--- src/raster_row_run_length_decoder_macros.svh ---
// ----------------------------------------------------------------------------
// raster_row_run_length_decoder_macros
// assertion helpers for the raster row run-length decoder
// ----------------------------------------------------------------------------
`ifndef RASTER_ROW_RUN_LENGTH_DECODER_MACROS_SVH
`define RASTER_ROW_RUN_LENGTH_DECODER_MACROS_SVH

// same-cycle implication
`define RRRLD_ASSERT_IMP(label, clk, rst_n, ante, cons) \
  label: assert property (@(posedge clk) disable iff (!rst_n) (ante) |-> (cons)) \
    else $error("rrrld assertion failed");

// next-cycle implication
`define RRRLD_ASSERT_NXT(label, clk, rst_n, ante, cons) \
  label: assert property (@(posedge clk) disable iff (!rst_n) (ante) |=> (cons)) \
    else $error("rrrld assertion failed");

`endif

--- src/rrrld_pkg.sv ---
// ----------------------------------------------------------------------------
// rrrld_pkg
// types and constants shared by the raster row run-length decoder
// ----------------------------------------------------------------------------
package rrrld_pkg;

  localparam int unsigned ColumnBits = 16;
  localparam int unsigned FifoDepth  = 4;

  typedef enum logic [1:0] {
    PhSkip = 2'd0,
    PhRuns = 2'd1,
    PhDone = 2'd2
  } phase_e;

  typedef enum logic {
    CfgColourDepth = 1'b0,
    CfgColumnLimit = 1'b1
  } cfg_index_e;

  typedef struct packed {
    logic [7:0] data_byte;
    logic       row_end;
  } in_item_t;

  typedef struct packed {
    logic [6:0]            run_colour;
    logic [ColumnBits-1:0] run_start;
    logic [ColumnBits-1:0] run_length;
    logic                  is_fill;
    logic                  row_done;
  } out_item_t;

  typedef struct packed {
    logic [2:0]            colour_depth;
    logic [ColumnBits-1:0] column_limit;
  } cfg_t;

  typedef struct packed {
    logic [1:0] cnt;
    out_item_t  first;
    out_item_t  second;
  } res_bundle_t;

endpackage

--- src/rrrld_decode.sv ---
// ----------------------------------------------------------------------------
// rrrld_decode
// row state and single-pass decode of one byte into up to two runs
// ----------------------------------------------------------------------------
module rrrld_decode (
  input  logic                  clk_i,
  input  logic                  rst_ni,
  input  logic                  fire_i,
  input  rrrld_pkg::in_item_t   item_i,
  input  rrrld_pkg::cfg_t       cfg_i,
  output rrrld_pkg::res_bundle_t res_o
);

  localparam int unsigned CB = rrrld_pkg::ColumnBits;

  rrrld_pkg::phase_e phase_q, phase_d;
  logic [6:0]    colour_q, colour_d;
  logic [CB-1:0] acc_q, acc_d;
  logic          in_run_q, in_run_d;
  logic [CB-1:0] pos_q, pos_d;
  logic [6:0]    prev_q, prev_d;

  logic [7:0]    b;
  logic          last;
  logic [CB-1:0] lim;
  logic          in_runs, start_run, zero_byte, run_active, do_run;
  logic [CB-1:0] add_base;
  logic [6:0]    add_bits;
  logic [CB+7:0] acc_sum;
  logic [CB-1:0] acc_sat;
  logic [6:0]    colour_cur;
  logic [CB:0]   len_raw;
  logic [CB-1:0] room, len;
  logic          run_emit, run_done, run_stop, fill_try, fill_emit;
  logic [CB-1:0] pos_run;
  logic [6:0]    prev_run;
  rrrld_pkg::out_item_t run_item, fill_item;

  assign b    = item_i.data_byte;
  assign last = item_i.row_end;
  assign lim  = (cfg_i.column_limit == '0) ? CB'(1) : cfg_i.column_limit;

  assign in_runs    = (phase_q == rrrld_pkg::PhRuns);
  assign start_run  = in_runs && !in_run_q && (b != 8'd0);
  assign zero_byte  = in_runs && !in_run_q && (b == 8'd0);
  assign run_active = in_runs && (in_run_q || (b != 8'd0));
  assign do_run     = run_active && (!b[7] || last);

  // count accumulation, 7 bits a byte, saturating at the limit
  assign add_base = in_run_q ? acc_q : '0;
  assign add_bits = in_run_q ? b[6:0] : (b[6:0] & (7'h7f >> cfg_i.colour_depth));
  assign acc_sum  = {1'b0, add_base, 7'd0} + {{(CB+1){1'b0}}, add_bits};
  assign acc_sat  = (acc_sum > {8'd0, lim}) ? lim : acc_sum[CB-1:0];

  assign colour_cur = start_run ? (b[6:0] >> (3'd7 - cfg_i.colour_depth)) : colour_q;

  // clip run to the remaining columns
  assign len_raw  = {1'b0, acc_sat} + {{CB{1'b0}}, 1'b1};
  assign room     = (lim > pos_q) ? (lim - pos_q) : '0;
  assign len      = (len_raw > {1'b0, room}) ? room : len_raw[CB-1:0];
  assign run_emit = do_run && (len != '0);
  assign run_done = ({1'b0, pos_q} + {1'b0, len}) >= {1'b0, lim};
  assign run_stop = do_run && (!run_emit || run_done);
  assign pos_run  = run_emit ? (pos_q + len) : pos_q;
  assign prev_run = run_emit ? colour_cur : prev_q;

  // fill to the limit with the last colour
  assign fill_try  = in_runs && !run_stop && (zero_byte || last);
  assign fill_emit = fill_try && (pos_run != '0) && (pos_run < lim);

  always_comb begin
    run_item.run_colour = colour_cur;
    run_item.run_start  = pos_q;
    run_item.run_length = len;
    run_item.is_fill    = 1'b0;
    run_item.row_done   = run_done;

    fill_item.run_colour = prev_run;
    fill_item.run_start  = pos_run;
    fill_item.run_length = lim - pos_run;
    fill_item.is_fill    = 1'b1;
    fill_item.row_done   = 1'b1;

    res_o.cnt    = fire_i ? ({1'b0, run_emit} + {1'b0, fill_emit}) : 2'd0;
    res_o.first  = run_emit ? run_item : fill_item;
    res_o.second = fill_item;
  end

  always_comb begin
    phase_d  = phase_q;
    colour_d = colour_q;
    acc_d    = acc_q;
    in_run_d = in_run_q;
    pos_d    = pos_q;
    prev_d   = prev_q;
    if (fire_i) begin
      if (last) begin
        phase_d  = rrrld_pkg::PhSkip;
        colour_d = '0;
        acc_d    = '0;
        in_run_d = 1'b0;
        pos_d    = '0;
        prev_d   = '0;
      end else begin
        case (phase_q)
          rrrld_pkg::PhSkip: begin
            if (!b[7]) phase_d = rrrld_pkg::PhRuns;
          end
          rrrld_pkg::PhRuns: begin
            acc_d    = do_run ? '0 : (run_active ? acc_sat : acc_q);
            in_run_d = run_active && !do_run;
            colour_d = colour_cur;
            pos_d    = pos_run;
            prev_d   = prev_run;
            if (run_stop || fill_try) phase_d = rrrld_pkg::PhDone;
          end
          rrrld_pkg::PhDone: begin
            phase_d = rrrld_pkg::PhDone;
          end
          default: begin
            phase_d = rrrld_pkg::PhSkip;
          end
        endcase
      end
    end
  end

  always_ff @(posedge clk_i or negedge rst_ni) begin
    if (!rst_ni) begin
      phase_q  <= rrrld_pkg::PhSkip;
      colour_q <= '0;
      acc_q    <= '0;
      in_run_q <= 1'b0;
      pos_q    <= '0;
      prev_q   <= '0;
    end else begin
      phase_q  <= phase_d;
      colour_q <= colour_d;
      acc_q    <= acc_d;
      in_run_q <= in_run_d;
      pos_q    <= pos_d;
      prev_q   <= prev_d;
    end
  end

endmodule

--- src/rrrld_out_fifo.sv ---
// ----------------------------------------------------------------------------
// rrrld_out_fifo
// result queue taking up to two beats a cycle and giving one unless the output stalls
// ----------------------------------------------------------------------------
module rrrld_out_fifo (
  input  logic                   clk_i,
  input  logic                   rst_ni,
  input  rrrld_pkg::res_bundle_t push_i,
  output logic                   room2_o,
  output logic                   out_valid_o,
  input  logic                   out_stall_i,
  output rrrld_pkg::out_item_t   out_data_o
);

  localparam int unsigned Depth = rrrld_pkg::FifoDepth;
  localparam int unsigned PtrW  = $clog2(Depth);
  localparam int unsigned CntW  = $clog2(Depth + 1);

  rrrld_pkg::out_item_t mem_q [Depth];
  logic [PtrW-1:0] wr_ptr_q, wr_ptr_d, rd_ptr_q, rd_ptr_d, wr_ptr_nx;
  logic [CntW-1:0] count_q, count_d;
  logic            pop;

  assign pop         = (count_q != '0) && !out_stall_i;
  assign out_valid_o = (count_q != '0);
  assign out_data_o  = mem_q[rd_ptr_q];
  assign room2_o     = (count_q <= CntW'(Depth - 2));
  assign wr_ptr_nx   = wr_ptr_q + PtrW'(1);

  assign wr_ptr_d = wr_ptr_q + PtrW'(push_i.cnt);
  assign rd_ptr_d = rd_ptr_q + PtrW'(pop);
  assign count_d  = count_q + CntW'(push_i.cnt) - CntW'(pop);

  always_ff @(posedge clk_i) begin
    if (push_i.cnt != 2'd0) mem_q[wr_ptr_q] <= push_i.first;
    if (push_i.cnt == 2'd2) mem_q[wr_ptr_nx] <= push_i.second;
  end

  always_ff @(posedge clk_i or negedge rst_ni) begin
    if (!rst_ni) begin
      wr_ptr_q <= '0;
      rd_ptr_q <= '0;
      count_q  <= '0;
    end else begin
      wr_ptr_q <= wr_ptr_d;
      rd_ptr_q <= rd_ptr_d;
      count_q  <= count_d;
    end
  end

endmodule

--- src/raster_row_run_length_decoder.sv ---
// path: an accepted input beat is registered, then decoded into the result queue
// throughput: one input beat per cycle while the queue has room for two beats;
// a row end may add a second result beat; the four-entry queue paces output stalls
// reset: asynchronous, active low; clears row state, queue and input register,
// colour depth to zero and column limit to 65535
// ----------------------------------------------------------------------------
// raster_row_run_length_decoder
// decodes compressed raster row bytes into coloured column runs
// ----------------------------------------------------------------------------
`include "raster_row_run_length_decoder_macros.svh"

module raster_row_run_length_decoder (
  input  logic                 clk_i,
  input  logic                 rst_ni,
  input  logic                 in_valid_i,
  output logic                 in_stall_o,
  input  rrrld_pkg::in_item_t  in_data_i,
  output logic                 out_valid_o,
  input  logic                 out_stall_i,
  output rrrld_pkg::out_item_t out_data_o,
  input  logic                 cfg_valid_i,
  output logic                 cfg_ready_o,
  input  logic                 cfg_index_i,
  input  logic [15:0]          cfg_data_i
);

  localparam int unsigned CB = rrrld_pkg::ColumnBits;

  logic                   in_valid_q;
  rrrld_pkg::in_item_t    in_q;
  logic                   room2, fire;
  rrrld_pkg::cfg_t        cfg_q;
  rrrld_pkg::res_bundle_t res;

  assign cfg_ready_o = 1'b1;
  assign fire        = in_valid_q && room2;
  assign in_stall_o  = in_valid_q && !fire;

  always_ff @(posedge clk_i or negedge rst_ni) begin
    if (!rst_ni) begin
      cfg_q.colour_depth <= '0;
      cfg_q.column_limit <= '1;
    end else if (cfg_valid_i && cfg_ready_o) begin
      case (rrrld_pkg::cfg_index_e'(cfg_index_i))
        rrrld_pkg::CfgColourDepth: cfg_q.colour_depth <= cfg_data_i[2:0];
        rrrld_pkg::CfgColumnLimit: cfg_q.column_limit <= cfg_data_i[CB-1:0];
        default: cfg_q <= cfg_q;
      endcase
    end
  end

  always_ff @(posedge clk_i or negedge rst_ni) begin
    if (!rst_ni) begin
      in_valid_q <= 1'b0;
    end else if (!in_stall_o) begin
      in_valid_q <= in_valid_i;
    end
  end

  always_ff @(posedge clk_i) begin
    if (!in_stall_o && in_valid_i) in_q <= in_data_i;
  end

  rrrld_decode u_decode (
    .clk_i  (clk_i),
    .rst_ni (rst_ni),
    .fire_i (fire),
    .item_i (in_q),
    .cfg_i  (cfg_q),
    .res_o  (res)
  );

  rrrld_out_fifo u_out_fifo (
    .clk_i       (clk_i),
    .rst_ni      (rst_ni),
    .push_i      (res),
    .room2_o     (room2),
    .out_valid_o (out_valid_o),
    .out_stall_i (out_stall_i),
    .out_data_o  (out_data_o)
  );

  `RRRLD_ASSERT_IMP(a_fill_ends_row, clk_i, rst_ni, out_valid_o && out_data_o.is_fill, out_data_o.row_done)
  `RRRLD_ASSERT_IMP(a_run_nonzero, clk_i, rst_ni, out_valid_o, out_data_o.run_length != '0)
  `RRRLD_ASSERT_IMP(a_run_in_range, clk_i, rst_ni, out_valid_o, ({1'b0, out_data_o.run_start} + {1'b0, out_data_o.run_length}) <= {1'b0, {CB{1'b1}}})
  `RRRLD_ASSERT_NXT(a_held_beat, clk_i, rst_ni, in_stall_o, in_valid_q && $stable(in_q))

endmodule

--- config.mk ---
export PLATFORM = sky130hd
export DESIGN_NAME = raster_row_run_length_decoder
export DESIGN_NICKNAME = d
export VERILOG_FILES = /design/src/rrrld_pkg.sv /design/src/rrrld_decode.sv /design/src/rrrld_out_fifo.sv /design/src/raster_row_run_length_decoder.sv
export VERILOG_INCLUDE_DIRS = /design/src /design/src/src
export SDC_FILE = /design/constraint.sdc
export NUM_CORES = 1
export LEC_CHECK = 0
export ABC_AREA = 1
export ABC_CLOCK_PERIOD_IN_PS = 12420
export BUFFER_PORTS_ARGS = -buffer_cell sky130_fd_sc_hd__clkbuf_2
export CAP_MARGIN = 5
export CORE_MARGIN = 2
export CORE_UTILIZATION = 61
export DETAILED_ROUTE_END_ITERATION = 12
export PLACE_DENSITY_LB_ADDON = 0.25
export SETUP_SLACK_MARGIN = 0.4
export SLEW_MARGIN = 20
export SYNTH_ARGS = -nofsm -noshare
export SYNTH_HDL_FRONTEND = slang
export SYNTH_SLANG_ARGS = --single-unit
--- constraint.sdc ---
create_clock -name clk_i -period 12.42 [get_ports clk_i]
set_input_delay 2.484 -clock clk_i [delete_from_list [all_inputs] [get_ports clk_i]]
set_output_delay 2.484 -clock clk_i [all_outputs]
set_load 0.02 [all_outputs]
Yosys cells after proc, flatten, opt, wreduce, memory -nomap -nowiden --
Memories as Yosys holds them, arrays and structs flattened. Cells that the tools add are included.
Word-level totals: RAM bits 164, flip-flop bits (word level) 85, input bits 31, word-level logic and storage cells 118, output and inout bits 44, memories kept 1
Cells by class: muxes and demuxes 31, magnitude comparators 6, equality and inequality tests 5, bitwise operators 2, $add $sub $neg 13, shifts and indexed selects 2, reduce and logical (&&, ||, !) cells 44
Memories:
- u_out_fifo.mem_q | depth 4, bits a word 41, read ports 1, clocked after memory_dff 0, write ports 2, line rrrld_out_fifo.sv:19 | rrrld_pkg::out_item_t mem_q [Depth];
Operators by type and width (number):
- two-way mux 16 bit | 12
- two-way mux 7 bit | 7
- two-way mux 41 bit | 1
- nonzero test 16 bit | 2
- subtractor 16 bit | 2
- adder 23 x 7 -> 24 bit | 1
- greater-than comparator 24 x 16 -> 1 bit | 1
- adder 16 x 1 -> 17 bit (second input constant) | 1
- adder 16 x 16 -> 17 bit | 1
- greater-or-equal comparator 17 x 16 -> 1 bit | 1
- greater-than comparator 17 x 16 -> 1 bit | 1
- adder 16 bit | 1
- greater-than comparator 16 bit | 1
- logical AND 1 bit | 16
- logical NOT 16 bit | 1
- less-than comparator 16 bit | 1
- logical NOT 1 bit | 8
- logical NOT 8 bit | 1
- two-way mux 2 bit | 4
- nonzero test 8 bit | 1
- AND 7 bit | 1
- right shift 7 x 3 -> 7 bit | 1
- right shift 7 x 3 -> 7 bit (first input constant) | 1
- two-way mux 1 bit | 6
- 19 further kinds | 30

Longest topological paths before layout --
Gate-level depths: netlist of run 1.
depth in word-level cells 24, gate-level depth with buffers 79, mapped depth without buffers 77

Cells and area by module --
A second synthesis of run 1 with hierarchy kept.
Second synthesis, totals: cell total of the unflattened synthesis 2251, area total of the unflattened synthesis 17677.0 µm²
Modules (own cells, without submodules):
- rrrld_out_fifo | cells each 906, instances 1, seq. area each 5099.9 µm², area each 8764.7 µm²
- rrrld_decode | cells each 1242, instances 1, seq. area each 1226.2 µm², area each 7777.5 µm²
- raster_row_run_length_decoder | cells each 103, instances 1, seq. area each 790.8 µm², area each 1134.8 µm²

Least setup slack after synthesis of run 1 --
No wires, ideal clock.
kind register -> register, start point reg cfg_q[17] (netlist name), end point mem u_out_fifo.mem_q[0][34] (netlist name) (data pin), data arrival time 9.883 ns, path buffers 3, stages on the path, launching flop included 76, setup slack 2.392 ns, data required time 12.275 ns, path through dfrtp_1 clkbuf_1 inv_1 o21ai_0 inv_1 ha_1 nand2_1 nand2_1 nand2_1 nand2_1 nand2_1 nand2_1 nand2_1 nand2_2 nand2_4 buf_4 nand2_1 nand2_1 [... 40 more ...] ha_1 nand2_1 nor2_1 inv_1 nor3_1 a221oi_1 a311oi_1 nand3_1 nor2_1 ha_1 inv_1 nor2_1 inv_1 nor2_1 nand2_1 nand2_1 inv_1 nor2_1
RTL lines:
- from (decl) | line raster_row_run_length_decoder.sv:32 | rrrld_pkg::cfg_t cfg_q;
- from (signal assigned) | line raster_row_run_length_decoder.sv:47 | default: cfg_q <= cfg_q;
- to (decl) | line rrrld_out_fifo.sv:19

==> summary.md, run 1 <==
| Metric | Value |
|---|---|
| R2R setup slack | `1.42 ns` |
| Post-synth top area cell | `edfxtp_1` |
| CP arrival | `11.25 ns` |
| Final Net Count | `2101` |
| CTS buffer count | `27` |
| VDD IR max | `0.202 mV` |
| Slew @ Worst Pin | `1.08 ns` |
| Avg Vias per Cell | `6.23` |
| Global Route Usage Sum | `0.339` |
| Die width | `166 um` |
| First-pass GRT wire length | `74900 um` |
| Starting DRT DRC Count | `1572` |
| Critical-path maximum fanout | `33` |
| Total negative slack | `0 ns` |
| Synth Area per Inst | `8.34 um2` |
| Final WL | `47800 um` |
| Crit Path Category | `flop to flop` |
| DR WL met2 | `21900 um` |
| Initial core utilization | `0.620` |
| Area Growth Syn to Fin | `9.74%` |
| Layout cell share with drive strength beyond 1 | `0.119` |
| CP max stage delay | `0.43 ns` |
| Worst Hold End | `u_out_fifo.mem_q[2][0]` |
| Register bit count reported by yosys | `249` |
| Placed inst area | `16600 um2` |
| Row Count | `59` |
| Avg WL per Cell | `20.7 um` |
| Min Tclk post-route | `11.00 ns` |
| Sink Count | `249` |
| Clock slew at reported path FFs | `0.06 ns` |
| HPWL Detailed | `34100 um` |
| Initial DRT Pass Iterations | `6` |
| Pwr dens | `263 nW/um2` |
| DR vias | `14421` |
| Max layer used | `met4` |
| WHS | `0.485 ns` |
| Reg-to-reg critical path startpoint | `cfg_q[6]` |
| Die area | `27700 um2` |
| Critical Path Source Type | `flop` |
| Fin crit share | `0.885` |
| Cell count after synthesis | `1930` |
| Worst reg-to-reg path cell count | `68` |
| CP Capture Type | `flop` |
| Largest net degree at the start of global routing | `85` |
| Met1 Wirelength | `19400 um` |
| RR Endpoint | `u_out_fifo.mem_q[3][12]` |
| PortBufs | `73` |
| Max_slew headroom | `0.278` |
| Post-synth EDFFs | `165` |
| Pleak | `7.77 nW` |
| Core area | `26000 um2` |
| Clock Skew | `0.0188 ns` |
| CTS tree | `done` |
| I/O Pins | `75` |
| Filler cells | `2128` |
| DRC viols | `0` |
| Hold Path Cell Cnt | `2` |
| Top post-synthesis cells by area | `edfxtp_1 (31%), dfrtp_1 (9.3%), o22ai_1 (8.5%)` |
| Critical path required time | `12.68 ns` |
| Skew-Pair Late Insertion Delay | `0.57 ns` |
| Final hold vios | `0` |
| Slowest cell on the critical path | `dfstp_2` |
| Setup-failing EPs final | `0` |
| Vias in the first global route | `13477` |
| Maxcap violations | `0` |
| WL met3 | `4280 um` |
| Final ANT Viol Nets | `0` |
| HP Start | `u_out_fifo.mem_q[2][0]` |
| Hold_buf cts | `0` |
| ANT cells | `0` |
| Chip height | `166 um` |
| Post-CTS setup buffers | `0` |
| Fmax | `90.9 MHz` |
| Synthesized Nets | `2071` |
| Library cells used by synthesis | `55` |
| Max Slew Vio Count | `0` |
| Clk buf depth | `3` |
| Async S/R FF share, synth | `0.305` |
| Max H-tree Level | `1` |
| # resized after CTS | `0` |
| Global route overflow | `0` |
| RePlAce Congestion | `1.05` |
| Mapped Area | `16100 um2` |
| Initial antenna violation count | `0` |
| Share of the synthesized area in the top cell type | `0.308` |
| Most used cell, CP | `nand2_1` |
| Post-synthesis sequential area ratio | `0.437` |
| RSZ-0062 raised after global routing | `no` |
| Post-synth top flop | `edfxtp_1` |
| Status | `completed` |
| Root buffer cell | `clkbuf_16` |
| Synth Warn # | `0` |
| Final non-filler cell area | `17700 um2` |
| Hold crit path type | `flop to flop` |
## critical path, delay by kind of cell, from the launching register on
family	cells	cell delay, ns
buffers and inverters	10	1.33
AND/OR/NAND/NOR	39	4.74
flip-flops	1	0.43
AO/OA/AOI/OAI	13	2.36
adder cells (fa/ha/maj)	6	1.80
## cells in the final DEF, fill, tap and decap left out, drive strengths merged, types with 7 or more instances in the layout
| cell type | count |
|---|---|
| dfrtp | 60 |
| nor2 | 222 |
| buf | 23 |
| o21bai | 7 |
| ha | 106 |
| nand3 | 72 |
| xnor2 | 21 |
| nor3 | 14 |
| nand3b | 8 |
| dfstp | 16 |
| inv | 235 |
| xor2 | 25 |
| dfxtp | 8 |
| o21ai | 168 |
| o22ai | 220 |
| clkbuf | 108 |
| edfxtp | 165 |
| a21oi | 81 |
| clkinv | 9 |
| nand4 | 18 |
| nand2 | 356 |
## cells by family (layout without fill, tap and decap cells)
kind of cell | Yosys count | count (layout) | share of synthesized area
flops | 249 | 249 | 0.437
xor+xnor | 46 | 46 | 0.0250
other cells | 1 | 1 | 0.000233
fa+ha+maj | 110 | 110 | 0.0873
buf+inv | 332 | 380 | 0.0829
compound gates | 498 | 498 | 0.182
simple gates | 694 | 697 | 0.185
## cell type report
class / count / area [um2] / share of cell area
clock buffer: 36 / 749 / 0.0424
clock inverter: 14 / 163 / 0.00920
inverter: 235 / 882 / 0.0499
multi-input combinational: 1352 / 7850 / 0.444
sequential: 249 / 7040 / 0.398
tap: 335 / 419 / 0.0237
timing repair buffer: 95 / 564 / 0.0319
## per-layer routing
metal / up-vias / GRT usage
met5: - / 0
met4: 0 / 0.140
met3: 134 / 0.0456
met2: 774 / 0.546
met1: 6742 / 0.469
li1: 6771 / -
## metrics by stage
stage	worst slack, ns	power (mW)	std cells	util
detailed placement	0.883	3.75	2262	0.639
floorplan	2.39	3.01	1930	-
CTS	0.740	4.58	2312	0.674
finish	1.42	4.65	2316	0.680
global placement	1.15	3.70	2262	0.639
global route	0.465	4.96	2316	0.680
## registers in the layout, summed over array words and instances (netlist names), 3 cells and up
| name | count |
|---|---|
| u_decode.prev_q | 7 |
| u_decode.acc_q | 16 |
| in_q | 9 |
| cfg_q | 19 |
| u_decode.colour_q | 7 |
| u_decode.pos_q | 16 |
| u_out_fifo.mem_q | 164 |
| u_out_fifo.count_q | 3 |
## Yosys cell counts, types with 14 or more instances
master    count
nand2_2      30
dfstp_2      16
nand4_1      17
inv_1       233
a21oi_1      81
xor2_1       25
nor2_1      215
xnor2_1      21
nand2_1     317
o21ai_2      19
o22ai_1     220
dfrtp_1      60
edfxtp_1    165
o21ai_1      14
nand3_1      68
clkbuf_1     78
nor3_1       14
o21ai_0     134
ha_1        106
## report_power, final
| group | internal (mW) | switching, mW | leakage (nW) |
|---|---|---|---|
| registers | 1.03 | 0.0858 | 2.61 |
| clock network | 0.487 | 0.340 | 0.446 |
| logic | 0.818 | 1.89 | 4.71 |
| total | 2.34 | 2.31 | 7.77 |
## worst max-delay path by stage
stage / start / cells after the start / end / slack (ns)
floorplan: cfg_q[17] / 75 / u_out_fifo.mem_q[0][34] / 2.39
global placement: u_decode.in_run_q / 68 / u_out_fifo.mem_q[1][15] / 1.15
detailed placement: u_decode.in_run_q / 69 / u_out_fifo.mem_q[1][40] / 0.88
CTS: u_decode.in_run_q / 69 / u_out_fifo.mem_q[1][40] / 0.74
global route: cfg_q[18] / 74 / u_out_fifo.mem_q[3][12] / 0.46
finish: cfg_q[6] / 68 / u_out_fifo.mem_q[3][12] / 1.42
Power figures use the tool's default switching activity.
==> run 2, diff against run 1 <==
--- a/config.mk
+++ b/config.mk
@@ -6,7 +6,6 @@
 export SDC_FILE = /design/constraint.sdc
 export NUM_CORES = 1
 export LEC_CHECK = 0
-export ABC_AREA = 1
 export ABC_CLOCK_PERIOD_IN_PS = 12420
 export BUFFER_PORTS_ARGS = -buffer_cell sky130_fd_sc_hd__clkbuf_2
 export CAP_MARGIN = 5
==> run 2 against run 1 <==
  * Hold slack got worse by 0.018 ns
  * Total power fell by 13%
  * Final cell count fell by 10%
  * Area after synthesis rose by 4.2%
  * Clock skew fell by 0.0054 ns
  * Sequential power barely moved
  * Worst setup slack got worse by 0.53 ns
  * Flip-flop and latch count did not move
  * Critical path depth fell by 19
  * Utilization rose by 2.3 points
  * Combinational power fell by 21%
  * Largest power group unchanged
  * Highest routed layer unchanged
==> summary.md, run 2 <==
| Metric | Value |
|---|---|
| Status | `completed` |
| Setup-failing EPs final | `0 (unchanged)` |
| PortBufs | `73 (unchanged)` |
| Hold Path Cell Cnt | `1 (-1)` |
| Pleak | `7.66 nW (-1.3%)` |
| Share of the synthesized area in the top cell type | `0.295 (-0.0125)` |
| Initial core utilization | `0.623 (+0.00305)` |
| Most used cell, CP | `ha_1` |
| Largest net degree at the start of global routing | `77 (-9.4%)` |
| Critical path required time | `12.79 ns (+0.11 ns)` |
| Comb power frac | `0.527 (-0.055)` |
| Die area | `28900 um2 (+4.1%)` |
| Initial antenna violation count | `0 (unchanged)` |
| Slack of the critical path | `0.891 ns (-0.534 ns)` |
| Slew @ Worst Pin | `1.05 ns (-0.0272 ns)` |
| CP max stage delay | `0.57 ns (+0.14 ns)` |
| Row Count | `60 (+1.7%)` |
| Initial DRT Pass Iterations | `6 (unchanged)` |
| CP Capture Type | `flop` |
| VDD IR max | `0.176 mV (-13%)` |
| Chip height | `170 um (+2.0%)` |
| Fin crit share | `0.928 (+0.0430)` |
| R2R setup slack | `0.89 ns (-0.53 ns)` |
| Final ANT Viol Nets | `0 (unchanged)` |
| GRT met3 Usage | `0.0421 (-0.00353)` |
| Pwr dens | `214 nW/um2 (-19%)` |
| Synth Warn # | `0 (unchanged)` |
| Delay-heaviest family, CP | `compound AO/OA/AOI/OAI gates` |
| Post-synth top area cell | `edfxtp_1` |
| Commonest non-fill, non-tap cells in the layout | `edfxtp_1 (165), nor2_1 (121), nand2_1 (116), ha_1 (105), inv_1 (94)` |
| Commonest non-fill, non-tap cell in the layout | `edfxtp_1` |
| Post-synth top flop | `edfxtp_1` |
| Maxcap violations | `0 (unchanged)` |
| P_int | `2.28 mW (-2.6%)` |
| Worst reg-to-reg path cell count | `49 (-28%)` |
| Sw Pwr | `1.78 mW (-23%)` |
| Avg Vias per Cell | `6.70 (+7.6%)` |
| Register with the most flip-flops | `u_out_fifo.mem_q` |
| Core area | `27000 um2 (+3.7%)` |
| Buf/Inv on CP | `4 (-6)` |
| Library cells used by synthesis | `84 (+53%)` |
| ANT cells | `0 (unchanged)` |
| CTS tree | `done` |
| Final Power | `4.06 mW (-13%)` |
| Register area | `7040 um2 (about the same)` |
| Root buffer cell | `clkbuf_16` |
| Met1 Resource Use GR | `0.475 (+0.00651)` |
| Max FFs per register | `164 (unchanged)` |
| Slowest cell on the critical path | `or4_1` |
| RSZ-0062 raised after global routing | `no` |
| Mapped Area | `16800 um2 (+4.2%)` |
| GRT busiest layer | `met2` |
| Area of the multi-input gates | `9120 um2 (+16%)` |
| HPWL Detailed | `35600 um (+4.5%)` |
| Max H-tree Level | `1 (unchanged)` |
| Hold_buf cts | `0 (unchanged)` |
| Crit Path Category | `flop to flop` |
| Final hold vios | `0 (unchanged)` |
| Register bit count reported by yosys | `249 (unchanged)` |
| Post-Place Setup Slack | `0.165 ns (-0.718 ns)` |
| Global route overflow | `0 (unchanged)` |
| Sequential share of power | `0.284 (+0.044)` |
| I/O Pins | `75 (unchanged)` |
| Avg WL per Cell | `23.5 um (+14%)` |
| Count leader, synth | `edfxtp_1` |
| Top post-synthesis cells by area | `edfxtp_1 (30%), dfrtp_1 (8.9%), ha_1 (7.9%)` |
| Synthesized Nets | `1761 (-15%)` |
| Power share of the clock group | `0.189 (+0.011)` |
| Filler cells | `1953 (-8.2%)` |
| Die width | `170 um (+2.0%)` |
| Skew-Pair Late Insertion Delay | `0.56 ns (about the same)` |
| DRC viols | `0 (unchanged)` |
| Met2 Use GR | `0.534 (-0.0117)` |
| Clock Skew | `0.0134 ns (-0.00542 ns)` |
| Starting DRT DRC Count | `1523 (-3.1%)` |
| Area Growth Syn to Fin | `12.9%` |
| Async S/R FF share, synth | `0.305 (unchanged)` |
| Post-synth EDFFs | `165 (unchanged)` |
| Global Route Usage Sum | `0.336 (-0.00319)` |
| Reg-to-reg critical path startpoint | `cfg_q[10]` |
| Total negative slack | `0 ns (unchanged)` |
| Cell count after synthesis | `1620 (-16%)` |
| Final WL | `48800 um (+2.0%)` |
| Hold crit path type | `flop to flop` |
| Clk buf depth | `3 (unchanged)` |
| Sink Count | `249 (unchanged)` |
| First-pass GRT wire length | `74500 um (-0.64%)` |
| Critical Path Source Type | `flop` |
| RR Endpoint | `u_out_fifo.mem_q[2][3]` |
| Worst Hold End | `u_out_fifo.mem_q[1][1]` |
| Most frequent cells after synthesis | `edfxtp_1 (165), nor2_1 (128), nand2_1 (117)` |
| Layout cell share with drive strength beyond 1 | `0.215 (+0.0963)` |
| Max Slew Vio Count | `0 (unchanged)` |
| Post-synthesis sequential area ratio | `0.419 (-0.0177)` |
| Vias in the first global route | `13008 (-3.5%)` |
| Fmax | `86.7 MHz (-4.6%)` |
| Regs by FF count | `u_out_fifo.mem_q: 164 flops, cfg_q: 19 flops` |
| Max_slew headroom | `0.297 (+0.0195)` |
| Clock slew at reported path FFs | `0.06 ns (about the same)` |
| RePlAce Congestion | `1.03 (-1.9%)` |
| CP arrival | `11.90 ns (+0.65 ns)` |
| Min Tclk post-route | `11.53 ns (+0.534 ns)` |
| CTS buffer count | `27 (unchanged)` |
| Synth Area per Inst | `10.4 um2 (+24%)` |
| Final Net Count | `1856 (-12%)` |
| DR vias | `13911 (-3.5%)` |
| Net Sw Frac | `0.439 (-0.0583)` |
| Critical-path maximum fanout | `15 (-55%)` |
| WHS | `0.467 ns (-0.0185 ns)` |
| HP Start | `u_out_fifo.mem_q[1][1]` |
[run 2: changes by cell type in the layout (fill, tap and decap cells not counted), moves of 31 or more]
cell     previous run  this run
inv_1             233        94
o21ai_0           133        69
nand3_1            68        27
a22o_1              0        80
o22ai_1           220        49
nor2_1            215       121
buf_4              20        90
mux2i_1             0        31
mux4_2              0        41
nand2_1           313       116
[run 2: timing repair]
action | CTS | global route
setup buffers | 4 | 31
resized for setup | 4 | 40
endpoints found under the setup margin | 273 | 325
pin swaps | 0 | 9
[run 2: cell families after synthesis]
logic type | count (synthesis) | share of synthesized area
compound gates | 441 | 0.184
xor+xnor | 69 | 0.0360
fa+ha+maj | 110 | 0.0838
buf+inv | 200 | 0.0501
flops | 249 | 0.419
mux | 106 | 0.0981
other cells | 1 | 0.000223
simple gates | 444 | 0.129
[run 2: per-stage QoR]
step,cell area (um2),util,instances
5_1_grt,18900,0.703,2077
4_1_cts,18500,0.687,2046
3_3_place_gp,17600,0.654,1992
3_5_place_dp,17600,0.654,1992
6_report,18900,0.703,2077
2_1_floorplan,16800,-,1620
[run 2: worst max path at each step]
| stage | start | end | cells past startpoint |
|---|---|---|---|
| 2_1_floorplan | cfg_q[11] | u_out_fifo.mem_q[2][1] | 57 |
| 3_5_place_dp | cfg_q[9] | u_out_fifo.mem_q[3][0] | 54 |
| 4_1_cts | cfg_q[12] | u_out_fifo.mem_q[2][29] | 50 |
| 6_report | cfg_q[10] | u_out_fifo.mem_q[2][3] | 49 |
| 5_1_grt | u_decode.in_run_q | u_out_fifo.mem_q[0][28] | 51 |
| 3_3_place_gp | cfg_q[9] | u_out_fifo.mem_q[2][32] | 52 |
[run 2: power by group through the flow]
stage | sequential (mW) | clock, mW | combinational, mW
6_report | 1.15 | 0.766 | 2.14
5_1_grt | 1.17 | 0.805 | 2.30
4_1_cts | 1.15 | 0.774 | 2.05
3_5_place_dp | 1.16 | 0 | 2.02
3_3_place_gp | 1.15 | 0 | 1.99
2_1_floorplan | 1.10 | 0 | 1.46
[run 2: layout make-up]
cell class	count	share of cell area
Sequential cell	249	0.372
Timing Repair Buffer	167	0.0595
Tap cell	341	0.0225
Multi-Input combinational cell	1171	0.481
Clock buffer	35	0.0378
Clock inverter	15	0.00654
Inverter	99	0.0204
[run 2: metal layers]
layer  wire length [um]  part of all wire  vias up
li1                   -                 -     6289
met1              20000              0.41     6718
met2              22400              0.46      769
met3               4400             0.090      135
met4               2000             0.041        0
met5                  0                 0        -
